**config.mk**
```make
export PLATFORM = sky130hd
export DESIGN_NAME = quoted_field_splitter
export DESIGN_NICKNAME = d
export VERILOG_FILES = /design/src/qfs_pkg.sv /design/src/qfs_step.sv /design/src/quoted_field_splitter.sv
export SDC_FILE = /design/constraint.sdc
export NUM_CORES = 1
export LEC_CHECK = 0
export BUFFER_PORTS_ARGS = -buffer_cell sky130_fd_sc_hd__buf_2
export CAP_MARGIN = 20
export CORE_MARGIN = 2
export CORE_UTILIZATION = 35
export DETAILED_ROUTE_END_ITERATION = 8
export SLEW_MARGIN = 20
export SYNTH_ARGS = -nofsm -noshare
export SYNTH_HDL_FRONTEND = slang
export SYNTH_SLANG_ARGS = --single-unit
```
**constraint.sdc**
```tcl
create_clock -name i_clk -period 2.4 [get_ports i_clk]
set_input_delay 0.12 -clock i_clk [delete_from_list [all_inputs] [get_ports i_clk]]
set_output_delay 0.12 -clock i_clk [all_outputs]
set_load 0.005 [all_outputs]
```
**src/qfs_pkg.sv**
```systemverilog
package qfs_pkg;

    // Byte codes that steer the splitter
    localparam logic [7:0] CH_SQUOTE = 8'h27;
    localparam logic [7:0] CH_DQUOTE = 8'h22;
    localparam logic [7:0] CH_SPACE  = 8'h20;
    localparam logic [7:0] CH_BSLASH = 8'h5C;

    // Quote mode codes
    localparam logic [1:0] QM_OUTSIDE = 2'd0;
    localparam logic [1:0] QM_SINGLE  = 2'd1;
    localparam logic [1:0] QM_DOUBLE  = 2'd2;

    // Scan state carried from one byte to the next
    typedef struct packed {
        logic [1:0] quote_mode;
        logic       escape_pending;
        logic       field_has_bytes;
    } t_state;

    // One result word
    typedef struct packed {
        logic [7:0] field_byte;
        logic       byte_valid;
        logic       field_done;
        logic       line_done;
    } t_result;

endpackage

```
**src/qfs_step.sv**
```systemverilog
module qfs_step
    import qfs_pkg::*;
(
    input  t_state     i_state,
    input  logic [7:0] i_char_byte,
    input  logic       i_line_last,
    output t_state     o_state,
    output t_result    o_result
);

    t_state     n_state;
    logic       emit;
    logic       done;
    logic [7:0] closer;

    // Classify the byte against the current quote mode
    always_comb begin
        n_state = i_state;
        emit    = 1'b0;
        done    = 1'b0;
        closer  = (i_state.quote_mode == QM_SINGLE) ? CH_SQUOTE : CH_DQUOTE;

        if (i_state.quote_mode != QM_SINGLE && i_state.quote_mode != QM_DOUBLE) begin
            // outside quotes (unused code 3 reads as outside)
            n_state.quote_mode = QM_OUTSIDE;
            if (i_char_byte == CH_SQUOTE || i_char_byte == CH_DQUOTE ||
                i_char_byte == CH_SPACE) begin
                done                    = i_state.field_has_bytes;
                n_state.field_has_bytes = 1'b0;
                if (i_char_byte == CH_SQUOTE) begin
                    n_state.quote_mode = QM_SINGLE;
                end else if (i_char_byte == CH_DQUOTE) begin
                    n_state.quote_mode = QM_DOUBLE;
                end
            end else begin
                emit = 1'b1;
            end
        end else begin
            // inside quotes: escape first, then closer, then backslash
            priority if (i_state.escape_pending) begin
                n_state.escape_pending = 1'b0;
                emit                   = 1'b1;
            end else if (i_char_byte == closer) begin
                n_state.quote_mode      = QM_OUTSIDE;
                done                    = i_state.field_has_bytes;
                n_state.field_has_bytes = 1'b0;
            end else if (i_char_byte == CH_BSLASH) begin
                n_state.escape_pending = 1'b1;
            end else begin
                emit = 1'b1;
            end
        end

        if (emit) begin
            n_state.field_has_bytes = 1'b1;
        end

        // line end flushes the open field and returns to reset state
        if (i_line_last) begin
            if (n_state.field_has_bytes) begin
                done = 1'b1;
            end
            n_state.field_has_bytes = 1'b0;
            n_state.escape_pending  = 1'b0;
            n_state.quote_mode      = QM_OUTSIDE;
        end
    end

    assign o_state             = n_state;
    assign o_result.field_byte = emit ? i_char_byte : 8'd0;
    assign o_result.byte_valid = emit;
    assign o_result.field_done = done;
    assign o_result.line_done  = i_line_last;

endmodule

```
**src/quoted_field_splitter.sv**
```systemverilog
// Quote-aware field splitter: one line byte in, one result word out.
//
// Input channel: i_valid / o_stall carry i_char_byte and i_line_last; a word
// is taken at a rising edge with i_valid high and o_stall low. Mark the final
// byte of each line with i_line_last.
// Output channel: o_valid / i_stall carry o_field_byte, o_byte_valid,
// o_field_done and o_line_done; exactly one result word per input word.
//
// A word lands in the input register, and its result lands in the output register
// once that register is free. Throughput is one word per cycle while the output
// is not stalled; the scan state register is read and rewritten as each word
// moves from input to output register.
//
// Reset (synchronous, active low) empties both registers and returns the
// scan state to outside quotes, no escape, no open field.
// While i_stall is high the result holds; one more word may still be taken
// into the input register, after which o_stall rises until the output moves.
module quoted_field_splitter
    import qfs_pkg::*;
(
    input  logic       i_clk,
    input  logic       i_rst_n,
    input  logic       i_valid,
    output logic       o_stall,
    input  logic [7:0] i_char_byte,
    input  logic       i_line_last,
    output logic       o_valid,
    input  logic       i_stall,
    output logic [7:0] o_field_byte,
    output logic       o_byte_valid,
    output logic       o_field_done,
    output logic       o_line_done
);

    logic       r_in_valid;
    logic [7:0] r_in_char;
    logic       r_in_last;
    logic       r_out_valid;
    t_result    r_out;
    t_state     r_state;
    t_state     n_state;
    t_result    n_out;
    logic       move;
    logic       take;

    // Handshake: output register frees when empty or drained
    assign move    = r_in_valid && (!r_out_valid || !i_stall);
    assign o_stall = r_in_valid && !move;
    assign take    = i_valid && !o_stall;

    qfs_step u_step (
        .i_state     (r_state),
        .i_char_byte (r_in_char),
        .i_line_last (r_in_last),
        .o_state     (n_state),
        .o_result    (n_out)
    );

    // Control and scan state
    always_ff @(posedge i_clk) begin
        if (!i_rst_n) begin
            r_in_valid  <= 1'b0;
            r_out_valid <= 1'b0;
            r_state     <= '0;
        end else begin
            if (take) begin
                r_in_valid <= 1'b1;
            end else if (move) begin
                r_in_valid <= 1'b0;
            end
            if (move) begin
                r_out_valid <= 1'b1;
                r_state     <= n_state;
            end else if (!i_stall) begin
                r_out_valid <= 1'b0;
            end
        end
    end

    // Payload registers
    always_ff @(posedge i_clk) begin
        if (take) begin
            r_in_char <= i_char_byte;
            r_in_last <= i_line_last;
        end
        if (move) begin
            r_out <= n_out;
        end
    end

    assign o_valid      = r_out_valid;
    assign o_field_byte = r_out.field_byte;
    assign o_byte_valid = r_out.byte_valid;
    assign o_field_done = r_out.field_done;
    assign o_line_done  = r_out.line_done;

    // An escape can only be pending inside quotes
    a_escape_in_quotes: assert property (@(posedge i_clk) disable iff (!i_rst_n)
        r_state.escape_pending |->
            (r_state.quote_mode == QM_SINGLE || r_state.quote_mode == QM_DOUBLE))
        else $error("escape pending outside quotes");

    // Quote mode never reaches the unused code
    a_mode_legal: assert property (@(posedge i_clk) disable iff (!i_rst_n)
        (r_state.quote_mode == QM_OUTSIDE || r_state.quote_mode == QM_SINGLE ||
         r_state.quote_mode == QM_DOUBLE))
        else $error("quote mode holds unused code");

    // Line end leaves the scan state clear
    a_line_reset: assert property (@(posedge i_clk) disable iff (!i_rst_n)
        (move && r_in_last) |=> (r_state == '0))
        else $error("scan state not cleared after line end");

    // Input stalls only when both registers are full and output is held
    a_stall_cause: assert property (@(posedge i_clk) disable iff (!i_rst_n)
        o_stall |-> (r_in_valid && r_out_valid && i_stall))
        else $error("input stalled without cause");

    // A finished field must have had bytes: field_done without a byte needs prior bytes
    a_done_has_bytes: assert property (@(posedge i_clk) disable iff (!i_rst_n)
        (move && n_out.field_done && !n_out.byte_valid) |->
            r_state.field_has_bytes)
        else $error("field end without field bytes");

endmodule

```
Word level (Yosys, flattened, before mapping)
Index checks and enable logic that the tools add are counted.

Input port bits: 13. Register bits: 26. Logic and storage cells: 69.

Equality and inequality tests: 11. Mux-type cells: 32. Reductions and logical operators: 15.

Operators by type and width (count): $eq 8x6->1 const B (3); $mux 1 (24); $mux 2 (6); $eq 8x7->1 const B (1); $eq 8x8->1 (1); $logic_and 1x1->1 (4); $logic_not 1->1 (4); $mux 4 (1); $ne 2x1->1 const B (2); $ne 2x2->1 const B (2); $logic_or 1x1->1 (3); $mux 3 (1); $ne 3x2->1 const B (1); $reduce_and 3->1 (1); $reduce_bool 3->1 (1); $eq 2x1->1 const B (1); $reduce_and 2->1 (1); $reduce_bool 2->1 (1).

Logic depth before layout (Yosys ltp)
Gate-level depths: netlist of the first run.

Depth in word-level cells: 9. Mapped depth: 8. Gate-level depth less buffers: 7.

Modules after synthesis
A second synthesis of the first run with hierarchy kept.

Cells, all modules: 88. Area total of the unflattened synthesis: 1136.1 um^2.

Modules (own cells, without submodules): quoted_field_splitter (cells each 45, instances 1, seq. area each 720.7 um^2, area an instance 847.1 um^2); qfs_step (cells each 43, instances 1, seq. area each 0.0 um^2, area an instance 289.0 um^2).

Worst setup path before layout of the first run
OpenSTA, ideal clock, no wires.

Path kind: reg2reg. From: reg r_in_char[3]. To: reg r_out (netlist bit o_field_byte[0]) (data pin). Stages on the path, launching flop included: 7. Data required time: 2.144 ns. Setup slack: 0.370 ns. Data arrival time: 1.775 ns. Buffers on the path: 1. Path through: edfxtp_1 -> or3b_1 -> or3_4 -> o22a_1 -> or2_1 -> buf_6 -> and2_2.

Word-level cells in the longest chain between the ends: 5. Elaborated cells on any way between the ends: 12.

Ends and longest elaborated chain: from (decl) (line quoted_field_splitter.sv:36) `logic [7:0] r_in_char;`; from (signal assigned) (line quoted_field_splitter.sv:83) `r_in_char <= i_char_byte;`; $eq 8x7->1 / $eq 8x6->1 (equally long branches) (line qfs_step.sv:47, qfs_step.sv:26); $mux 1 / $logic_or 1x1->1 (equally long branches) (line qfs_step.sv:47, qfs_step.sv:26); $mux 1 / $logic_or 1x1->1 (equally long branches) (line qfs_step.sv:43, qfs_step.sv:26); $mux 1 (on tied branches) (line qfs_step.sv:40, qfs_step.sv:26); $mux 1 * (line qfs_step.sv:23) `if (i_state.quote_mode != QM_SINGLE && i_state.quote_mode != QM_DOUBLE) begin`; named net u_step.emit (line qfs_step.sv:12) `logic emit;`; to (signal assigned) (line quoted_field_splitter.sv:87) `r_out <= n_out;`; to (decl) (line quoted_field_splitter.sv:39) `t_result r_out;`.

Mark *: on every way through the listed nets, which the timed path passes. The rest lies on a longest branch. A chain may end at the register's enable or synchronous reset.

Final worst setup path of the first run
From: reg r_in_char[3]. To: reg r_out (netlist bit o_field_byte[2]) (data pin).

Word-level cells in the longest chain between the ends: 5. Elaborated cells on any way between the ends: 12.

Ends and longest elaborated chain (line): $eq 8x7->1 / $eq 8x6->1 (equally long branches) (qfs_step.sv:47, qfs_step.sv:26); $mux 1 / $logic_or 1x1->1 (equally long branches) (qfs_step.sv:47, qfs_step.sv:26); $mux 1 / $logic_or 1x1->1 (equally long branches) (qfs_step.sv:43, qfs_step.sv:26); $mux 1 (on tied branches) (qfs_step.sv:40, qfs_step.sv:26); $mux 1 * (qfs_step.sv:23).

Mark *: on every way between the ends. The rest lies on a longest branch, timed or not.

==> summary.md, run 1 <==
| Metric | Value |
|---|---|
| PostCTS Resize Cnt | `0` |
| GR Util All Layers | `~11%` |
| Worst reg2reg setup slack | `~300 ps` |
| Main combinational cell family by area after synthesis | `simple AND/OR/NAND/NOR gates` |
| Period utilization | `slightly below 90%` |
| Hold path start | `i_valid` |
| Hold Crit Depth | `2` |
| Synth Area in XOR/XNOR | `0%` |
| Placer Congestion | `0.8864` |
| R2R Path Start | `r_in_char[3]` |
| Critical path class | `flip-flop to flip-flop` |
| Power share of the clock group | `about a quarter` |
| Layout cells sized above 1 | `a little under a third` |
| DP Cell Count | `roughly 140` |
| Comb power frac | `under 10%` |
| Hold WC Path Type | `input pin to flip-flop` |
| Slowest-stage cell, CP | `edfxtp_1` |
| Adder-cell share of the synthesized area | `~1.2%` |
| Worst-margin pin slew | `between 600 and 700 ps` |
| Synth Area in Compound Gates | `around 11%` |
| Setup repair bufs after CTS | `0` |
| Sequential share of the synthesized area | `around 67%` |
| Critical path, cell by cell | `or3b_1 -> or3_4 -> o22a_1 -> or2_1 -> and2_2` |
| Clk_lat worst skew | `~310 ps` |
| Reg2reg end | `o_field_byte[2]` |
| DIE AREA | `~0.0036 mm2` |
| I/O pin cnt | `26` |
| Clock root cell | `clkbuf_4` |
| Nets | `approximately 130` |
| Clk pin slew, worst setup/hold paths | `130 ps` |
| Max-Cap Viols | `0` |
| CP startpoint kind | `flip-flop` |
| Mux cell area share after synthesis | `0%` |
| Final min period | `about 2100 ps` |
| Netlist cell types | `29` |
| Final setup fails | `0` |
| Number of global-route vias before repair | `approximately 710` |
| Hpwl dp | `around 1.3 mm` |
| P&R area growth vs syn | `24.71%` |
| Non-Filler Instances | `approximately 150` |
| DR pass1 iterations | `5` |
| CP max stage delay | `between 400 and 500 ps` |
| Initial antenna violation count | `0` |
| Outcome | `finished clean` |
| DR WL/cell | `around 12 um` |
| Leakage power | `between 0.5 and 0.6 nW` |
| Final Hold Violating Endpoints | `0` |
| Fmax | `roughly 480 MHz` |
| Most frequent cells in the layout | `25 x buf_2, 20 x edfxtp_1, 9 x dlygate4sd3_1` |
| Syn. warnings | `0` |
| Switching Fraction | `21.01%` |
| CP top delay family | `simple AND/OR/NAND/NOR gates` |
| Worst hold endpoint | `r_in_valid` |
| TritonCTS clock tree | `done` |
| Cell area after synthesis | `0.001084 mm2` |
| RSZ-0062 raised after global routing | `no` |
| Max Root-Sink Buffers | `2` |
| Seq pwr share | `between 60 and 70%` |
| DR vias/cell | `about 5` |
| Largest net degree at the start of global routing | `15` |
| Syn avg cell area | `13.05 um2` |
| # DRC | `0` |
| CP Capture Type | `flip-flop` |
| Worst slew margin | `roughly 54%` |
| Worst path bufs/invs | `0` |
| Final ANT Viol Nets | `0` |
| Post-synthesis register bit count | `26` |
| Core Rows | `20` |
| Syn_nets | `97` |
| Fraction of the mapped netlist area in simple logic gates | `approximately 18%` |
| Clock Sinks | `26` |
| # diodes | `0` |
| Port bufs | `25` |
| GRT overflow | `0` |
| Die width | `59.64 um` |
| P_sw | `about 0.16 mW` |
| Total CTS buffers | `3` |
| H-tree depth | `1` |
| Fin. max-slew vios | `0` |
| Pint | `0.6042 mW` |
| CTS Hold Bufs | `9` |
| Via Count | `between 700 and 800` |
| DRT iter0 DRCs | `15` |
| Total negative setup slack | `0 ps` |
| Worst-path maximum fanout | `9` |
| Reg2reg path depth | `5` |
| WP data required | `around 2500 ps` |
| CP arrival | `2190 ps` |
| Core area | `~0.0030 mm2` |
| WL final | `between 1.5 and 2 mm` |
| Clock Skew | `around 2.2 ps` |
| Pwr dens | `about 570 mW/mm2` |
| Commonest non-fill, non-tap cell in the layout | `buf_2` |
| First-pass GRT wire length | `between 3 and 4 mm` |
| Maximum vdd drop | `approximately 0.32 mV` |
| Initial Utilization | `between 30% and 40%` |
| DIE HEIGHT | `59.64 um` |
| Mapped Cells | `83` |
## power groups by stage
stage          logic [mW]  registers [mW]  clock network [mW]
2_1_floorplan      0.0279           0.529                   0
3_3_place_gp       0.0515           0.530                   0
3_5_place_dp       0.0526           0.530                   0
4_1_cts            0.0637           0.520               0.190
5_1_grt            0.0712           0.524               0.204
6_report           0.0633           0.520               0.182
## cell type report
| class | count | area [um2] |
|---|---|---|
| inverter | 4 | 15.01 |
| multi-input combinational | 51 | 332.8 |
| clock inverter | 1 | 3.754 |
| sequential | 26 | 720.7 |
| fill | 266 | 1652 |
| tap | 33 | 41.29 |
| clock buffer | 3 | 22.52 |
| timing repair buffer | 34 | 215.2 |
## sequential cells by signal, summed over array words and instances, names as in the netlist
register and flops:
r_in_last 1, o_valid 1, r_in_valid 1, o_byte_valid 1
o_field_done 1, o_field_byte 8, r_in_char 8, o_line_done 1
r_state 4
## synthesized netlist by cell type, drive strengths merged
cell type   n  share of area (%)
a21boi      3                2.1
a21oi       2               0.92
a2bb2oi     1               0.81
a311oi      2                1.6
a41o        1               0.92
and2        7                4.8
and3        2                1.2
buf         1                1.0
clkbuf      1               0.35
dfxtp       6                 11
edfxtp     20                 55
ha          1                1.2
inv         4                1.4
nand2       6                2.1
nand2b      1               0.58
nand3       3                1.4
nand4b      1               0.81
nor2        1               0.35
nor2b       4                2.3
nor3        3                1.4
nor4        1               0.58
o211a       1               0.92
o21a        1               0.69
o21ai       5                2.3
o22a        1               0.81
or2         1               0.58
or3         2                1.6
or3b        1               0.81
## through the flow
step | instance area [um2] | utilization (%) | hold slack, ps | worst slack [ps] | power (mW)
after floorplan | 1084 | - | 218.9 | 369.5 | 0.5566
after global placement | 1235 | 41.13 | 296.2 | 345.0 | 0.5815
after detailed placement | 1235 | 41.13 | 298.1 | 308.6 | 0.5830
after CTS | 1351 | 45.00 | 12.42 | 296.8 | 0.7740
after global routing | 1351 | 45.00 | 19.75 | 194.0 | 0.7996
final | 1351 | 45.00 | 15.99 | 297.5 | 0.7649
## logic make-up after synthesis
logic type,after synthesis
compound gates,17
fa+ha+maj,1
buf+inv,6
simple gates,33
flops,26
## how the worst max path moves through the flow
stage | startpoint | endpoint | slack, ps | cells after the start
after floorplan | r_in_char[3] | o_field_byte[0] | 370 | 6
after global placement | r_in_char[3] | o_field_byte[0] | 350 | 5
after detailed placement | r_in_char[3] | o_field_byte[1] | 310 | 5
after CTS | r_in_char[3] | o_field_byte[2] | 300 | 5
after global routing | r_in_char[3] | o_field_byte[2] | 190 | 5
final | r_in_char[3] | o_field_byte[2] | 300 | 5
## per-layer routing
layer,up-vias,share of wire (%),track usage (%)
li1,380,-,-
met1,346,43,14.31
met2,32,48,17.70
met3,4,8.0,2.402
met4,0,1.7,6.032
met5,-,0,0
(Power assumes the default switching activity.)
==> run 2, diff against run 1 <==
CELL_PAD_IN_SITES_DETAIL_PLACEMENT = 0   (was default)
CELL_PAD_IN_SITES_GLOBAL_PLACEMENT = 2   (was default)
CORE_UTILIZATION = 34   (was 35)
PLACE_DENSITY_LB_ADDON = 0.1   (was default)
==> run 2 against run 1 <==
Compared with the run above: highest routed layer unchanged; clock power rose by 64%; sequential cell count did not move; cell count rose by 7.9%; sequential power barely moved; die area rose by 2.7%; first-iteration DRC count rose by 53%; largest cell class unchanged; cell area rose by 3.7%; non-clock buffer count rose by 1.
==> summary.md, run 2 (synthesis results as in run 1) <==
| Metric | Value |
|---|---|
| P&R area growth vs syn | `29.33%` |
| Initial antenna violation count | `0 (unchanged)` |
| I/O pin cnt | `26 (unchanged)` |
| Hold WC Path Type | `input pin to flip-flop` |
| WP data required | `2500 ps (about the same)` |
| Most frequent cells in the layout | `25 x buf_2, 20 x edfxtp_1, 10 x dlygate4sd3_1` |
| Final ANT Viol Nets | `0 (unchanged)` |
| Worst-path maximum fanout | `9 (unchanged)` |
| Slowest-stage cell, CP | `edfxtp_1` |
| Worst path bufs/invs | `0 (unchanged)` |
| Clock root cell | `clkbuf_4` |
| DR pass1 iterations | `4 (-1)` |
| First-pass GRT wire length | `3.284 mm (+9.4%)` |
| # diodes | `0 (unchanged)` |
| Die width | `60.45 um (+1.4%)` |
| DIE HEIGHT | `60.45 um (+1.4%)` |
| Fillers | `311 (+17%)` |
| Critical path class | `flip-flop to flip-flop` |
| Clk_lat worst skew | `320 ps (about the same)` |
| GR Util All Layers | `12.43% (+1.2 points)` |
| Nets | `135 (+0.75%)` |
| Critical path, cell by cell | `or3b_1 -> or3_4 -> o22a_1 -> or2_1 -> and2_2` |
| Fmax | `472.7 MHz (-0.60%)` |
| Period utilization | `88.14% (+0.53 points)` |
| Largest net degree at the start of global routing | `16 (+1)` |
| Worst slew margin | `50.80% (-3.0 points)` |
| Core area | `0.003053 mm2 (+1.7%)` |
| CP top delay family | `simple AND/OR/NAND/NOR gates` |
| Layout cells sized above 1 | `30.83% (+0.58 points)` |
| Worst reg2reg setup slack | `280 ps (about the same)` |
| WL final | `1.959 mm (+9.8%)` |
| Port bufs | `25 (unchanged)` |
| Total negative setup slack | `0 ps (unchanged)` |
| DIE AREA | `0.003654 mm2 (+2.7%)` |
| CP arrival | `2210 ps (+20 ps)` |
| Worst-margin pin slew | `736.6 ps (+44.71 ps)` |
| Core Rows | `20 (unchanged)` |
| Maximum vdd drop | `0.3168 mV (-0.16%)` |
| CP max stage delay | `420 ps (about the same)` |
| Clk pin slew, worst setup/hold paths | `140 ps (about the same)` |
| Via Count | `745 (-2.2%)` |
| DR vias/cell | `4.543 (-9.4%)` |
| Max-Cap Viols | `0 (unchanged)` |
| Commonest non-fill, non-tap cell in the layout | `buf_2` |
| Placer Congestion | `0.8134 (-8.2%)` |
| DR WL/cell | `11.95 um (+1.8%)` |
| Total CTS buffers | `3 (unchanged)` |
| Hpwl dp | `1.429 mm (+14%)` |
| Clock Skew | `2.471 ps (+0.2429 ps)` |
| TritonCTS clock tree | `done` |
| Max Root-Sink Buffers | `2 (unchanged)` |
| # DRC | `0 (unchanged)` |
| Overall power | `0.8851 mW (+16%)` |
| Final min period | `2115 ps (+12.77 ps)` |
| Pwr dens | `631.6 mW/mm2 (+12%)` |
| Final setup fails | `0 (unchanged)` |
| Number of global-route vias before repair | `773 (+8.3%)` |
| GRT overflow | `0 (unchanged)` |
| DRT iter0 DRCs | `23 (+8)` |
| Leakage power | `0.5426 nW (+3.2%)` |
| CP startpoint kind | `flip-flop` |
| RSZ-0062 raised after global routing | `no` |
| Outcome | `finished clean` |
| CP Capture Type | `flip-flop` |
| H-tree depth | `1 (unchanged)` |
| Initial Utilization | `35.49% (-0.59 points)` |
| Clock Sinks | `26 (unchanged)` |
| Final Hold Violating Endpoints | `0 (unchanged)` |
| Fin. max-slew vios | `0 (unchanged)` |
## run 2: final cells by class
class / count / area [um2] / share of cell area [%]
inverter: 4 / 15.01 / 1.071
clock inverter: 1 / 30.03 / 2.143
clock buffer: 3 / 22.52 / 1.607
sequential: 26 / 720.7 / 51.43
timing repair buffer: 35 / 225.2 / 16.07
multi-input combinational: 51 / 332.8 / 23.75
tap: 44 / 55.05 / 3.929
## run 2: what timing repair did
action,CTS,global route
resized for setup,0,0
buffers inserted,0,0
hold buffers,10,0
hold endpoints to repair,10,0
## run 2: layer usage
layer	share of wire (%)	track usage, %	vias to the layer above
met5	0	0	-
met4	0.97	7.453	0
met3	5.3	2.132	2
met2	50	22.36	25
met1	43	13.67	339
li1	-	-	379
## run 2: where the power goes
part	switching (mW)	internal, mW
Sequential	0.0129	0.508
Combinational	0.0283	0.0370
Clock	0.131	0.169
## run 2: path summary, 6_finish.rpt
kind | to | cells past startpoint | from
max | o_field_byte[2] | 5 | r_in_char[3]
min | o_valid | 3 | i_stall
max reg2reg | o_field_byte[2] | 5 | r_in_char[3]
min reg2reg | r_state[3] | 2 | r_state[3]
## run 2: per-stage QoR
stage | area (um2) | worst slack [ps] | std cells | hold slack, ps | utilization (%)
6_report | 1401 | 284.7 | 164 | 68.53 | 45.90
5_1_grt | 1401 | 160.5 | 164 | 68.17 | 45.90
4_1_cts | 1401 | 266.2 | 164 | 53.94 | 45.90
3_5_place_dp | 1249 | 282.5 | 150 | 298.1 | 40.90
3_3_place_gp | 1249 | 306.1 | 150 | 297.1 | 40.90
2_1_floorplan | 1084 | 369.5 | 83 | 218.9 | -
## run 2: worst reg2reg max path: stages, from the launching register on
cell and delay [ps]:
edfxtp_1 420, or3b_1 400, or3_4 350, o22a_1 190
or2_1 290, and2_2 230
